[src/rtl/md5_pkg.sv]
`timescale 1ns / 1ps

package md5_pkg;

    typedef struct packed {
        logic [7:0] data_byte;
        logic       byte_present;
        logic       last;
    } t_md5_in;

    typedef struct packed {
        logic [63:0] digest_high;
        logic [63:0] digest_low;
    } t_md5_out;

    typedef struct packed {
        logic [7:0] data_byte;
        logic       has_byte;
        logic       is_last;
    } t_md5_cmd;

    typedef struct packed {
        logic     valid;
        t_md5_cmd cmd;
    } t_md5_feed;

    typedef enum logic [2:0] {
        S_IDLE,
        S_PAD,
        S_ZERO,
        S_LEN,
        S_ROUND,
        S_FIN,
        S_EMIT
    } t_md5_state;

    typedef enum logic [1:0] {
        RET_IDLE,
        RET_PAD,
        RET_ZERO,
        RET_EMIT
    } t_md5_ret;

    localparam int MD5_QDEPTH = 2;

    localparam logic [7:0] MD5_PAD_BYTE   = 8'h80;
    localparam logic [5:0] MD5_LEN_POS    = 6'd56;
    localparam logic [5:0] MD5_LAST_POS   = 6'd63;
    localparam logic [5:0] MD5_LAST_ROUND = 6'd63;
    localparam logic [3:0] MD5_LAST_WORD  = 4'd15;
    localparam logic [3:0] MD5_LEN_LO     = 4'd14;
    localparam logic [3:0] MD5_LEN_HI     = 4'd15;

    localparam logic [31:0] MD5_IV [4] = '{
        32'h67452301, 32'hefcdab89, 32'h98badcfe, 32'h10325476
    };

    localparam logic [31:0] MD5_K [64] = '{
        32'hd76aa478, 32'he8c7b756, 32'h242070db, 32'hc1bdceee,
        32'hf57c0faf, 32'h4787c62a, 32'ha8304613, 32'hfd469501,
        32'h698098d8, 32'h8b44f7af, 32'hffff5bb1, 32'h895cd7be,
        32'h6b901122, 32'hfd987193, 32'ha679438e, 32'h49b40821,
        32'hf61e2562, 32'hc040b340, 32'h265e5a51, 32'he9b6c7aa,
        32'hd62f105d, 32'h02441453, 32'hd8a1e681, 32'he7d3fbc8,
        32'h21e1cde6, 32'hc33707d6, 32'hf4d50d87, 32'h455a14ed,
        32'ha9e3e905, 32'hfcefa3f8, 32'h676f02d9, 32'h8d2a4c8a,
        32'hfffa3942, 32'h8771f681, 32'h6d9d6122, 32'hfde5380c,
        32'ha4beea44, 32'h4bdecfa9, 32'hf6bb4b60, 32'hbebfbc70,
        32'h289b7ec6, 32'heaa127fa, 32'hd4ef3085, 32'h04881d05,
        32'hd9d4d039, 32'he6db99e5, 32'h1fa27cf8, 32'hc4ac5665,
        32'hf4292244, 32'h432aff97, 32'hab9423a7, 32'hfc93a039,
        32'h655b59c3, 32'h8f0ccc92, 32'hffeff47d, 32'h85845dd1,
        32'h6fa87e4f, 32'hfe2ce6e0, 32'ha3014314, 32'h4e0811a1,
        32'hf7537e82, 32'hbd3af235, 32'h2ad7d2bb, 32'heb86d391
    };

    localparam logic [4:0] MD5_R [16] = '{
        5'd7, 5'd12, 5'd17, 5'd22, 5'd5, 5'd9, 5'd14, 5'd20,
        5'd4, 5'd11, 5'd16, 5'd23, 5'd6, 5'd10, 5'd15, 5'd21
    };

    function automatic logic [3:0] md5_msg_index(input logic [5:0] k);
        logic [7:0] t;
        begin
            t = 8'd0;
            case (k[5:4])
                2'd0: t = {4'd0, k[3:0]};
                2'd1: t = {4'd0, k[3:0]} * 8'd5 + 8'd1;
                2'd2: t = {4'd0, k[3:0]} * 8'd3 + 8'd5;
                2'd3: t = {4'd0, k[3:0]} * 8'd7;
                default: t = 8'd0;
            endcase
            return t[3:0];
        end
    endfunction

endpackage

[src/rtl/md5_front.sv]
`timescale 1ns / 1ps

module md5_front
    import md5_pkg::*;
#(
    parameter int DEPTH = MD5_QDEPTH
) (
    input  logic      i_clk,
    input  logic      i_rst_n,
    input  t_md5_in   i_item,
    input  logic      i_push,
    output logic      o_full,
    output t_md5_feed o_feed,
    input  logic      i_take
);

    localparam int AW = (DEPTH > 1) ? $clog2(DEPTH) : 1;
    localparam int CW = $clog2(DEPTH + 1);

    t_md5_cmd        r_mem [DEPTH];
    logic [AW-1:0]   r_wr, n_wr;
    logic [AW-1:0]   r_rd, n_rd;
    logic [CW-1:0]   r_cnt, n_cnt;
    logic            w_acc;
    logic            w_store;
    logic            w_take;

    assign o_full  = (r_cnt == CW'(DEPTH));
    assign w_acc   = i_push && !o_full;
    // drop items that carry neither a byte nor an end mark
    assign w_store = w_acc && (i_item.byte_present || i_item.last);
    assign w_take  = i_take && (r_cnt != '0);

    assign o_feed.valid = (r_cnt != '0);
    assign o_feed.cmd   = r_mem[r_rd];

    always_comb begin
        n_wr  = r_wr;
        n_rd  = r_rd;
        n_cnt = r_cnt;
        if (w_store) begin
            n_wr = (r_wr == AW'(DEPTH - 1)) ? '0 : r_wr + AW'(1);
        end
        if (w_take) begin
            n_rd = (r_rd == AW'(DEPTH - 1)) ? '0 : r_rd + AW'(1);
        end
        case ({w_store, w_take})
            2'b10:   n_cnt = r_cnt + CW'(1);
            2'b01:   n_cnt = r_cnt - CW'(1);
            default: n_cnt = r_cnt;
        endcase
    end

    always_ff @(posedge i_clk) begin
        if (!i_rst_n) begin
            r_wr  <= '0;
            r_rd  <= '0;
            r_cnt <= '0;
        end else begin
            r_wr  <= n_wr;
            r_rd  <= n_rd;
            r_cnt <= n_cnt;
        end
    end

    always_ff @(posedge i_clk) begin
        if (w_store) begin
            r_mem[r_wr] <= '{data_byte: i_item.data_byte,
                             has_byte:  i_item.byte_present,
                             is_last:   i_item.last};
        end
    end

endmodule

[src/rtl/md5_core.sv]
`timescale 1ns / 1ps

module md5_core
    import md5_pkg::*;
(
    input  logic      i_clk,
    input  logic      i_rst_n,
    input  t_md5_feed i_feed,
    output logic      o_take,
    input  logic      i_out_ready,
    output logic      o_out_push,
    output t_md5_out  o_digest
);

    t_md5_state   r_state, n_state;
    t_md5_ret     r_ret, n_ret;
    logic [31:0]  r_blk [16];
    logic [31:0]  r_chain [4];
    logic [31:0]  n_chain [4];
    logic [31:0]  r_work [4];
    logic [31:0]  n_work [4];
    logic [63:0]  r_count, n_count;
    logic [5:0]   r_round, n_round;
    logic [3:0]   r_padw, n_padw;
    logic         r_long, n_long;

    logic [5:0]   w_pos;
    logic [31:0]  w_f;
    logic [31:0]  w_sum;
    logic [63:0]  w_dbl;
    logic [31:0]  w_newb;
    logic         w_byte_in;

    assign w_pos     = r_count[8:3];
    assign w_byte_in = i_feed.valid && i_feed.cmd.has_byte;

    always_comb begin
        case (r_round[5:4])
            2'd0:    w_f = (r_work[1] & r_work[2]) | (~r_work[1] & r_work[3]);
            2'd1:    w_f = (r_work[1] & r_work[3]) | (r_work[2] & ~r_work[3]);
            2'd2:    w_f = r_work[1] ^ r_work[2] ^ r_work[3];
            default: w_f = r_work[2] ^ (r_work[1] | ~r_work[3]);
        endcase
        w_sum  = r_work[0] + w_f + MD5_K[r_round] + r_blk[md5_msg_index(r_round)];
        w_dbl  = {w_sum, w_sum} << MD5_R[{r_round[5:4], r_round[1:0]}];
        w_newb = r_work[1] + w_dbl[63:32];
    end

    always_comb begin
        n_state = r_state;
        case (r_state)
            S_IDLE: begin
                if (i_feed.valid) begin
                    if (i_feed.cmd.has_byte && w_pos == MD5_LAST_POS) begin
                        n_state = S_ROUND;
                    end else if (i_feed.cmd.is_last) begin
                        n_state = S_PAD;
                    end
                end
            end
            S_PAD: begin
                n_state = (w_pos[5:2] == MD5_LAST_WORD) ? S_ROUND : S_ZERO;
            end
            S_ZERO: begin
                if (r_padw == MD5_LAST_WORD) begin
                    n_state = r_long ? S_ROUND : S_LEN;
                end
            end
            S_LEN: begin
                n_state = S_ROUND;
            end
            S_ROUND: begin
                if (r_round == MD5_LAST_ROUND) begin
                    n_state = S_FIN;
                end
            end
            S_FIN: begin
                case (r_ret)
                    RET_PAD:  n_state = S_PAD;
                    RET_ZERO: n_state = S_ZERO;
                    RET_EMIT: n_state = S_EMIT;
                    default:  n_state = S_IDLE;
                endcase
            end
            S_EMIT: begin
                if (i_out_ready) begin
                    n_state = S_IDLE;
                end
            end
            default: n_state = S_IDLE;
        endcase
    end

    always_comb begin
        o_take     = (r_state == S_IDLE) && i_feed.valid;
        o_out_push = (r_state == S_EMIT) && i_out_ready;
        o_digest.digest_low  = {r_chain[1], r_chain[0]};
        o_digest.digest_high = {r_chain[3], r_chain[2]};
    end

    always_comb begin
        n_ret   = r_ret;
        n_count = r_count;
        n_round = r_round;
        n_padw  = r_padw;
        n_long  = r_long;
        n_chain = r_chain;
        n_work  = r_work;
        case (r_state)
            S_IDLE: begin
                if (w_byte_in) begin
                    n_count = r_count + 64'd8;
                    if (w_pos == MD5_LAST_POS) begin
                        n_work  = r_chain;
                        n_round = '0;
                        n_ret   = i_feed.cmd.is_last ? RET_PAD : RET_IDLE;
                    end
                end
            end
            S_PAD: begin
                n_padw = w_pos[5:2] + 4'd1;
                n_long = (w_pos[5:2] != MD5_LAST_WORD) && (w_pos >= MD5_LEN_POS);
                if (w_pos[5:2] == MD5_LAST_WORD) begin
                    n_work  = r_chain;
                    n_round = '0;
                    n_ret   = RET_ZERO;
                end
            end
            S_ZERO: begin
                n_padw = r_padw + 4'd1;
                if (r_padw == MD5_LAST_WORD && r_long) begin
                    n_long  = 1'b0;
                    n_work  = r_chain;
                    n_round = '0;
                    n_ret   = RET_ZERO;
                end
            end
            S_LEN: begin
                n_work  = r_chain;
                n_round = '0;
                n_ret   = RET_EMIT;
            end
            S_ROUND: begin
                n_work[0] = r_work[3];
                n_work[1] = w_newb;
                n_work[2] = r_work[1];
                n_work[3] = r_work[2];
                n_round   = r_round + 6'd1;
            end
            S_FIN: begin
                for (int i = 0; i < 4; i++) begin
                    n_chain[i] = r_chain[i] + r_work[i];
                end
            end
            S_EMIT: begin
                if (i_out_ready) begin
                    n_chain = MD5_IV;
                    n_count = '0;
                    for (int i = 0; i < 4; i++) begin
                        n_work[i] = '0;
                    end
                end
            end
            default: n_count = r_count;
        endcase
    end

    always_ff @(posedge i_clk) begin
        if (!i_rst_n) begin
            r_state <= S_IDLE;
            r_ret   <= RET_IDLE;
            r_count <= '0;
            r_round <= '0;
            r_padw  <= '0;
            r_long  <= 1'b0;
            r_chain <= MD5_IV;
            for (int i = 0; i < 4; i++) begin
                r_work[i] <= '0;
            end
        end else begin
            r_state <= n_state;
            r_ret   <= n_ret;
            r_count <= n_count;
            r_round <= n_round;
            r_padw  <= n_padw;
            r_long  <= n_long;
            r_chain <= n_chain;
            r_work  <= n_work;
        end
    end

    always_ff @(posedge i_clk) begin
        case (r_state)
            S_IDLE: begin
                if (w_byte_in) begin
                    r_blk[w_pos[5:2]][{w_pos[1:0], 3'b000} +: 8] <= i_feed.cmd.data_byte;
                end
            end
            S_PAD: begin
                for (int b = 0; b < 4; b++) begin
                    if (2'(b) == w_pos[1:0]) begin
                        r_blk[w_pos[5:2]][8*b +: 8] <= MD5_PAD_BYTE;
                    end else if (2'(b) > w_pos[1:0]) begin
                        r_blk[w_pos[5:2]][8*b +: 8] <= 8'd0;
                    end
                end
            end
            S_ZERO: begin
                r_blk[r_padw] <= '0;
            end
            S_LEN: begin
                r_blk[MD5_LEN_LO] <= r_count[31:0];
                r_blk[MD5_LEN_HI] <= r_count[63:32];
            end
            default: begin
            end
        endcase
    end

endmodule

[src/rtl/md5_message_digest.sv]
`timescale 1ns / 1ps

// channel | fields                              | handshake
// input   | i_item: data_byte, byte_present, last | push / full
// result  | o_result: digest_low, digest_high   | empty / pop
//
// A byte item is written into the block buffer; a 64th byte starts a compression
// (64 rounds of the single round unit, one fold into the chaining words).
// A last item adds up to 18 padding writes, one length write, one or two
// compressions and an emit. Reset is synchronous, active low, no sweep.
// A two-entry input queue and a one-entry result register decouple both sides;
// the core holds at emit while an earlier result is still waiting.
module md5_message_digest
    import md5_pkg::*;
#(
    parameter int QDEPTH = MD5_QDEPTH
) (
    input  logic     i_clk,
    input  logic     i_rst_n,
    input  t_md5_in  i_item,
    input  logic     push,
    output logic     full,
    output t_md5_out o_result,
    output logic     empty,
    input  logic     pop
);

    t_md5_feed w_feed;
    logic      w_take;
    logic      w_out_ready;
    logic      w_out_push;
    t_md5_out  w_digest;
    t_md5_out  r_out;
    logic      r_out_valid, n_out_valid;

    md5_front #(
        .DEPTH (QDEPTH)
    ) u_front (
        .i_clk   (i_clk),
        .i_rst_n (i_rst_n),
        .i_item  (i_item),
        .i_push  (push),
        .o_full  (full),
        .o_feed  (w_feed),
        .i_take  (w_take)
    );

    md5_core u_core (
        .i_clk       (i_clk),
        .i_rst_n     (i_rst_n),
        .i_feed      (w_feed),
        .o_take      (w_take),
        .i_out_ready (w_out_ready),
        .o_out_push  (w_out_push),
        .o_digest    (w_digest)
    );

    assign w_out_ready = !r_out_valid || pop;
    assign empty       = !r_out_valid;
    assign o_result    = r_out;

    always_comb begin
        n_out_valid = r_out_valid;
        if (w_out_push) begin
            n_out_valid = 1'b1;
        end else if (pop && r_out_valid) begin
            n_out_valid = 1'b0;
        end
    end

    always_ff @(posedge i_clk) begin
        if (!i_rst_n) begin
            r_out_valid <= 1'b0;
        end else begin
            r_out_valid <= n_out_valid;
        end
    end

    always_ff @(posedge i_clk) begin
        if (w_out_push) begin
            r_out <= w_digest;
        end
    end

endmodule

[config.mk]
export PLATFORM = sky130hd
export DESIGN_NAME = md5_message_digest
export DESIGN_NICKNAME = d
export VERILOG_FILES = /design/src/rtl/md5_pkg.sv /design/src/rtl/md5_front.sv /design/src/rtl/md5_core.sv /design/src/rtl/md5_message_digest.sv
export SDC_FILE = /design/constraint.sdc
export NUM_CORES = 2
export LEC_CHECK = 0
export BUFFER_PORTS_ARGS = -buffer_cell sky130_fd_sc_hd__buf_2
export CAP_MARGIN = 20
export CORE_MARGIN = 2
export CORE_UTILIZATION = 30
export CTS_CLUSTER_SIZE = 40
export DETAILED_ROUTE_END_ITERATION = 10
export PLACE_DENSITY_LB_ADDON = 0.12
export SLEW_MARGIN = 20
export SYNTH_ARGS = -nofsm -noshare
export SYNTH_HDL_FRONTEND = slang
export SYNTH_HIERARCHICAL = 1
export SYNTH_SLANG_ARGS = --single-unit
[constraint.sdc]
create_clock -name i_clk -period 17.48 [get_ports i_clk]
set_input_delay 0.874 -clock i_clk [delete_from_list [all_inputs] [get_ports i_clk]]
set_output_delay 0.874 -clock i_clk [all_outputs]
set_load 0.02 [all_outputs]
After elaboration in Yosys (flattened, before gate mapping)
Memory sizes are Yosys's and may differ from the RTL's. A register that Yosys moved wholly into a read port is not among the register bits.
Cells that the tools add are included.
{ "classes": {"n_lt_le_gt_ge": 7, "n_div": 0, "n_eq_ne": 32, "bitwise": 78, "reduce_logical": 35, "multipliers": 3, "addsub": 19, "n_mux": 155, "shift": 3} }
{ "op_table": {"columns": ["op", "count"], "rows": [
  ["two-way mux 128 bit", 6],
  ["case mux 128 bit (6 select lines)", 1],
  ["adder 32 bit", 8],
  ["case mux 128 bit (2 select lines)", 1],
  ["two-way mux 32 bit", 7],
  ["AND 32 bit", 4],
  ["two-way mux 64 bit", 2],
  ["case mux 64 bit (2 select lines)", 1],
  ["two-way mux 1 bit", 108],
  ["OR 32 bit", 3],
  ["case mux 32 bit (3 select lines)", 1],
  ["bitwise XOR 32 bit", 3],
  ["adder 64 x 4 -> 64 bit, second input constant", 1],
  ["NOT 32 bit", 2],
  ["OR 1 bit", 64],
  ["OR reduction 32 bit", 2],
  ["<< shifter 64 x 5 -> 64 bit", 1],
  ["variable shift 8 x 7 -> 32 bit, first input constant", 1],
  ["variable part select 8 x 7 -> 32 bit", 1],
  ["case mux 6 bit (5 select lines)", 1],
  ["two-way mux 3 bit", 8],
  ["two-way mux 6 bit", 4],
  ["case mux 3 bit (7 select lines)", 1],
  ["!= test 2 x 1 -> 1 bit, second input constant", 8],
  ["other kinds (49)", 93]
]} }
{ "totals": {"out_inout_bits": 130, "n_memories": 4, "in_bits": 14, "regBits": 469, "word_cells": 356, "latchBits": 0, "mem_bits_rw": 532, "romBits": 2128} }
{ "memory_table": {"columns": ["memory", "words", "word_bits", "read_ports", "rd_ports_with_merged_regs", "wr", "line_no", "source"], "rows": [
  ["(no name shown)", 64, 32, 1, 0, 0, "md5_core.sv:44", "w_sum = r_work[0] + w_f + MD5_K[r_round] + r_blk[md5_msg_index(r_round)];"],
  ["u_core.r_blk", 16, 32, 1, 0, 2, "md5_core.sv:17", "logic [31:0] r_blk [16];"],
  ["(no name shown)", 16, 5, 1, 0, 0, "md5_core.sv:45", "w_dbl = {w_sum, w_sum} << MD5_R[{r_round[5:4], r_round[1:0]}];"],
  ["u_front.r_mem", 2, 10, 1, 1, 1, "md5_front.sv:20", "t_md5_cmd r_mem [DEPTH];"]
]} }

Logic depth before layout (Yosys ltp)
{ "logic_depth": {"word_depth": 10, "mapped_depth": 44, "mapped_depth_nobuf": 41} }

Hierarchy
Netlist, hierarchy kept.
{ "by_module_without_submodules": {"columns": ["mod", "cells_per_inst", "area_each_um2", "seq_area_each_um2", "n_inst"], "rows": [
  ["md5_core", 5356, 52704.3, 22041.1, 1],
  ["md5_message_digest", 133, 3896.2, 3863.7, 1],
  ["md5_front", 58, 947.2, 700.7, 1]
]} }

Worst setup path before layout
Ideal clock, no wire load.
{ "synth_timing": {"path_kind": "register to register", "startpoint": "register u_core.r_round[0]", "endpoint": "register u_core/r_work[88] (netlist bit)", "path_slack_ns": 7.076, "setup_ns": 0.123, "period_less_slack_ns": 10.404, "path_stages_with_launch": 44, "t_arrival_ns": 10.281, "path_buffers": 5, "required_ns": 17.357, "cell_sequence": "dfxtp_1 > buf_2 > inv_1 > clkbuf_1 > ha_1 > nand4bb_1 > nand4_1 > buf_2 > buf_1 > buf_1 > mux4_2 > nand2_1 > a31oi_1 > fa_1 > inv_1 > fa_1 > inv_1 > ha_1 > (+8 left out) > and4_4 > o41ai_1 > mux2i_1 > mux2i_1 > a21oi_1 > ha_1 > fa_1 > a21o_1 > a221o_1 > a21oi_1 > o31ai_1 > o21ai_0 > a21oi_1 > a211o_1 > a31oi_1 > xnor2_1 > a221oi_1 > nor2_1"} }
{ "synth_via": {"elab_chain_len": 9, "word_cells_on_any_way": 20, "cone_classes": "add/sub: 5; mul: 3; shift: 1; mux: 6; bitwise: 2; memory: 3"} }
{ "synth_rtl": {"columns": ["element", "line_no", "source"], "rows": [
  ["from (decl)", "md5_core.sv:23", "logic [5:0] r_round, n_round;"],
  ["from (signal assigned)", "md5_core.sv:184", "r_round <= n_round;"],
  ["branches (longest 6 deep; another with memory read (16 x 32 bit))", null, null],
  ["<< shifter 64 x 5 -> 64 bit (*)", "md5_core.sv:45", null],
  ["adder 32 bit (*)", "md5_core.sv:46", "w_newb = r_work[1] + w_dbl[63:32];"],
  ["case mux 128 bit (6 select lines) (*)", "md5_core.sv:109", "case (r_state)"],
  ["to (signal assigned)", "md5_core.sv:188", "r_work <= n_work;"],
  ["to (decl)", "md5_core.sv:20", "logic [31:0] r_work [4];"]
]} }
Mark *: on every way between the ends. The select of a mux whose other input is x is not followed.
A chain may end at the register's enable or synchronous reset.

Worst setup path in the final report
{ "layout_timing": {"startpoint": "register u_core.r_round[1]", "endpoint": "register u_core/r_work[95] (netlist bit)"} }
The elaborated chain is that of the path after synthesis.

==> results_dict.tcl <==
set metrics [dict create \
    post-place-ws_ns 3.93 \
    crit_slowest_cell "ha_1" \
    post_cts_resized 0 \
    r2r-start "u_core/r_round[1]" \
    powerDensity_mw_per_mm2 224 \
    worstHoldPathCells 1 \
    ant_nets 0 \
    ios 144 \
    rsz0062_at_grt "no" \
    min_from "i_item[9]" \
    pwr-share-comb_pct 59.9 \
    crit_fanout 67 \
    grt_start_max_net_pins 93 \
    syn_area_mm2 0.0575 \
    rows 160 \
    fmax_mhz 72.9 \
    period_share_pct 78.5 \
    antenna_found_initial 9 \
    tightest_slew_ns 1.30 \
    num-nets-final 5894 \
    tns_ns 0 \
    ir_drop_uv 148 \
    holdPathEnd "u_front/r_mem[0][9]" \
    ys.flop_type "edfxtp_1" \
    seq_power_share_pct 22.2 \
    relSlewSlack_pct 12.7 \
    avgSynthCellArea_um2 10.4 \
    synth_seq_cells 999 \
    cts_buffer_depth 3 \
    detail_route.wl_per_cell_um 26.1 \
    p_sw_mw 6.88 \
    cts_tree "yes" \
    die_area_mm2 0.195 \
    clkTransAtPathRegs_ns 0.06 \
    syn_to_final_growth_pct 13.3 \
    status "completed" \
    startpoint_type "flop" \
    htree_levels 3 \
    drt_drc_violations_left 0 \
    grt_use_total_pct 21.4 \
    grt_pass1_wl_um 311000 \
    synth_nets 5869 \
    rr_worst_depth 41 \
    ys_warn_count 6 \
    cp-end-kind "flop" \
    slowest_delay_ns 0.95 \
    synth.yosys.seq_area_share_pct 46.2 \
    crit_arrival_ns 14.40 \
    die_w_um 442 \
    drt_iter0_drc 4120 \
    ys_async_sr_fraction_pct 0 \
    intPower_mw 7.69 \
    holdBufCountCts 0 \
    setup_viol 0 \
    dr_total_vias 45000 \
    crit_type "flop to flop" \
    p_leak_nw 24.7 \
    synth-edff-count 660 \
    cts_sinks 999 \
    finalMaxSlewViolations 0 \
    final.setup.worst_slack_ns 3.76 \
    syn_inst 5547 \
    power.share.clock_pct 18.0 \
    fin_skew_ns 0.0685 \
    vias_per_cell 5.50 \
    rr_endpoint "u_core/r_work[95]" \
    cp.required_ns 18.17 \
    grt_remaining_overflow 0 \
    place.gp.congestion 0.944 \
    hold_path_class "input pin to flop" \
    p_total_mw 14.6 \
    postCtsSetupRepairBufs 0 \
    max_cap_viol_count 0 \
    swShare_pct 47.2 \
    start_util_pct 30.2 \
    coreArea_mm2 0.190 \
    hpwlAfterDp_um 155000 \
    cts_root_buf "clkbuf_16" \
    ys_types 96 \
    reg2reg_slack_ns 3.76 \
    first_pass_iters 6 \
    drive_gt1_share_pct 11.8 \
    hold_viol 0 \
    grt_pass1_vias 43600 \
    clkLatencyLatePin_ns 0.81 \
    cts_made_buffers 114 \
    io_buffers 143 \
    period_minus_slack_ns 13.72 \
    drt-total-wl_um 214000 \
    die_h_um 442 \
]
-- sequential cells by signal (all words and copies together), names as in the netlist, named ones only --
name,count
u_core/r_blk,512
o_result,128
u_core/o_digest,128
u_core/r_work,128
u_core/r_count,61
u_front/r_mem,20
u_core/r_round,6
u_core/r_padw,4
u_core/r_state,3
u_core/r_ret,2
u_front/r_cnt,2
r_out_valid,1
u_core/r_long,1
u_front/r_rd,1
u_front/r_wr,1
-- synth_stat cells (13+ instances only) --
library cell / n / area share, %
o31ai_1: 23 / 0.30
mux2i_1: 80 / 1.4
nand3_1: 125 / 1.1
and3_1: 32 / 0.35
o21ai_1: 13 / 0.11
buf_2: 18 / 0.16
and2_1: 73 / 0.79
dfxtp_1: 339 / 12
mux2_2: 27 / 0.53
o21bai_1: 21 / 0.27
inv_1: 200 / 1.3
xnor2_1: 165 / 2.5
ha_1: 237 / 5.2
o311ai_0: 29 / 0.44
a221oi_1: 38 / 0.58
nor3_1: 112 / 0.97
edfxtp_1: 660 / 34
o22ai_1: 38 / 0.41
nor2b_1: 41 / 0.45
mux4_2: 143 / 5.6
nand2b_1: 43 / 0.47
a31oi_1: 91 / 0.99
or3_1: 51 / 0.55
a21o_1: 79 / 1.0
a21oi_1: 363 / 3.2
a32oi_1: 17 / 0.26
o21ai_0: 306 / 2.7
nand2_1: 546 / 3.6
o211a_1: 70 / 1.2
o21a_1: 37 / 0.48
a211oi_1: 101 / 1.3
nand4_1: 26 / 0.28
buf_1: 61 / 0.40
nor3b_1: 116 / 1.5
nand3b_1: 28 / 0.37
clkbuf_1: 255 / 1.7
nor2_1: 482 / 3.1
xor2_1: 87 / 1.3
o211ai_1: 46 / 0.60
o221ai_1: 30 / 0.46
a22o_1: 44 / 0.67
a22oi_1: 16 / 0.21
fa_1: 71 / 2.5
-- layout by cell type, fill, tap and decap left out, drive strengths merged, types with 125 or more instances in the layout --
cell type  count
a21oi        363
nor2         482
o21ai        319
nand3        125
xnor2        165
edfxtp       660
inv          206
ha           237
nand2        546
dfxtp        339
clkbuf       142
buf          246
mux4         143
-- logic make-up (layout without fill, tap and decap cells) --
| kind of cell | after synthesis | count (layout) | share of synthesized area (%) |
|---|---|---|---|
| and+or+nand+nor | 1728 | 1728 | 14.3 |
| xor gates and xnor gates | 253 | 253 | 3.87 |
| muxes | 250 | 250 | 7.52 |
| other | 0 | 5 | 0 |
| adders and majority gates | 308 | 308 | 7.62 |
| AOI/OAI and AO/OA | 1468 | 1468 | 16.9 |
| buffers and inverters | 541 | 668 | 3.58 |
| DFF | 999 | 999 | 46.2 |
-- routing by layer --
metal,vias up,track usage (%),routed length [um]
met5,-,0,0
met4,0,6.85,6820
met3,293,2.64,9990
met2,1335,35.9,104000
met1,22600,28.4,93600
li1,20800,-,-
-- worst max path at each step --
stage,to,slack (ns),cells past startpoint,startpoint
floorplan,u_core/r_work[88],7.08,43,u_core/r_round[0]
global placement,u_core/r_work[90],4.14,42,u_core/r_round[1]
detailed placement,u_core/r_work[95],3.93,41,u_core/r_round[1]
CTS,u_core/r_work[95],3.83,41,u_core/r_round[1]
global route,u_core/r_work[95],2.72,41,u_core/r_round[1]
finish,u_core/r_work[95],3.76,41,u_core/r_round[1]
-- metrics by stage --
step / util (%) / area, um2 / hold slack [ns] / cells
after global routing: 34.2 / 65200 / 0.236 / 8186
after floorplan: - / 57500 / 0.430 / 5547
after detailed placement: 32.1 / 61100 / 0.478 / 7966
after CTS: 34.2 / 65200 / 0.233 / 8184
final: 34.2 / 65200 / 0.273 / 8190
after global placement: 32.1 / 61000 / 0.476 / 7963
-- worst max-delay path: cells and delay by family, from the launching register on --
kind / cells / cell delay [ns]
fa+ha+maj: 6 / 3.04
simple gates: 7 / 1.34
mux: 3 / 0.92
compound gates: 18 / 5.24
buf+inv: 7 / 2.21
flops: 1 / 0.63
-- final cells by class --
class                           instances  area (um2)
Clock inverter                         76        1090
Clock buffer                          142        3020
Inverter                              204         776
Antenna cell                            5        12.5
Timing Repair Buffer                  246        1520
Tap cell                             2511        3140
Fill cell                           19200      125000
Sequential cell                       999       26600
Multi-Input combinational cell       4007       29000
-- power groups by stage --
| stage | Clock [mW] | Sequential [mW] | Combinational (mW) |
|---|---|---|---|
| floorplan | 0 | 3.05 | 6.19 |
| global placement | 0 | 3.28 | 8.62 |
| detailed placement | 0 | 3.28 | 8.63 |
| CTS | 2.69 | 3.23 | 8.68 |
| global route | 2.78 | 3.25 | 9.62 |
| finish | 2.62 | 3.23 | 8.72 |
(Power assumes the default switching activity.)
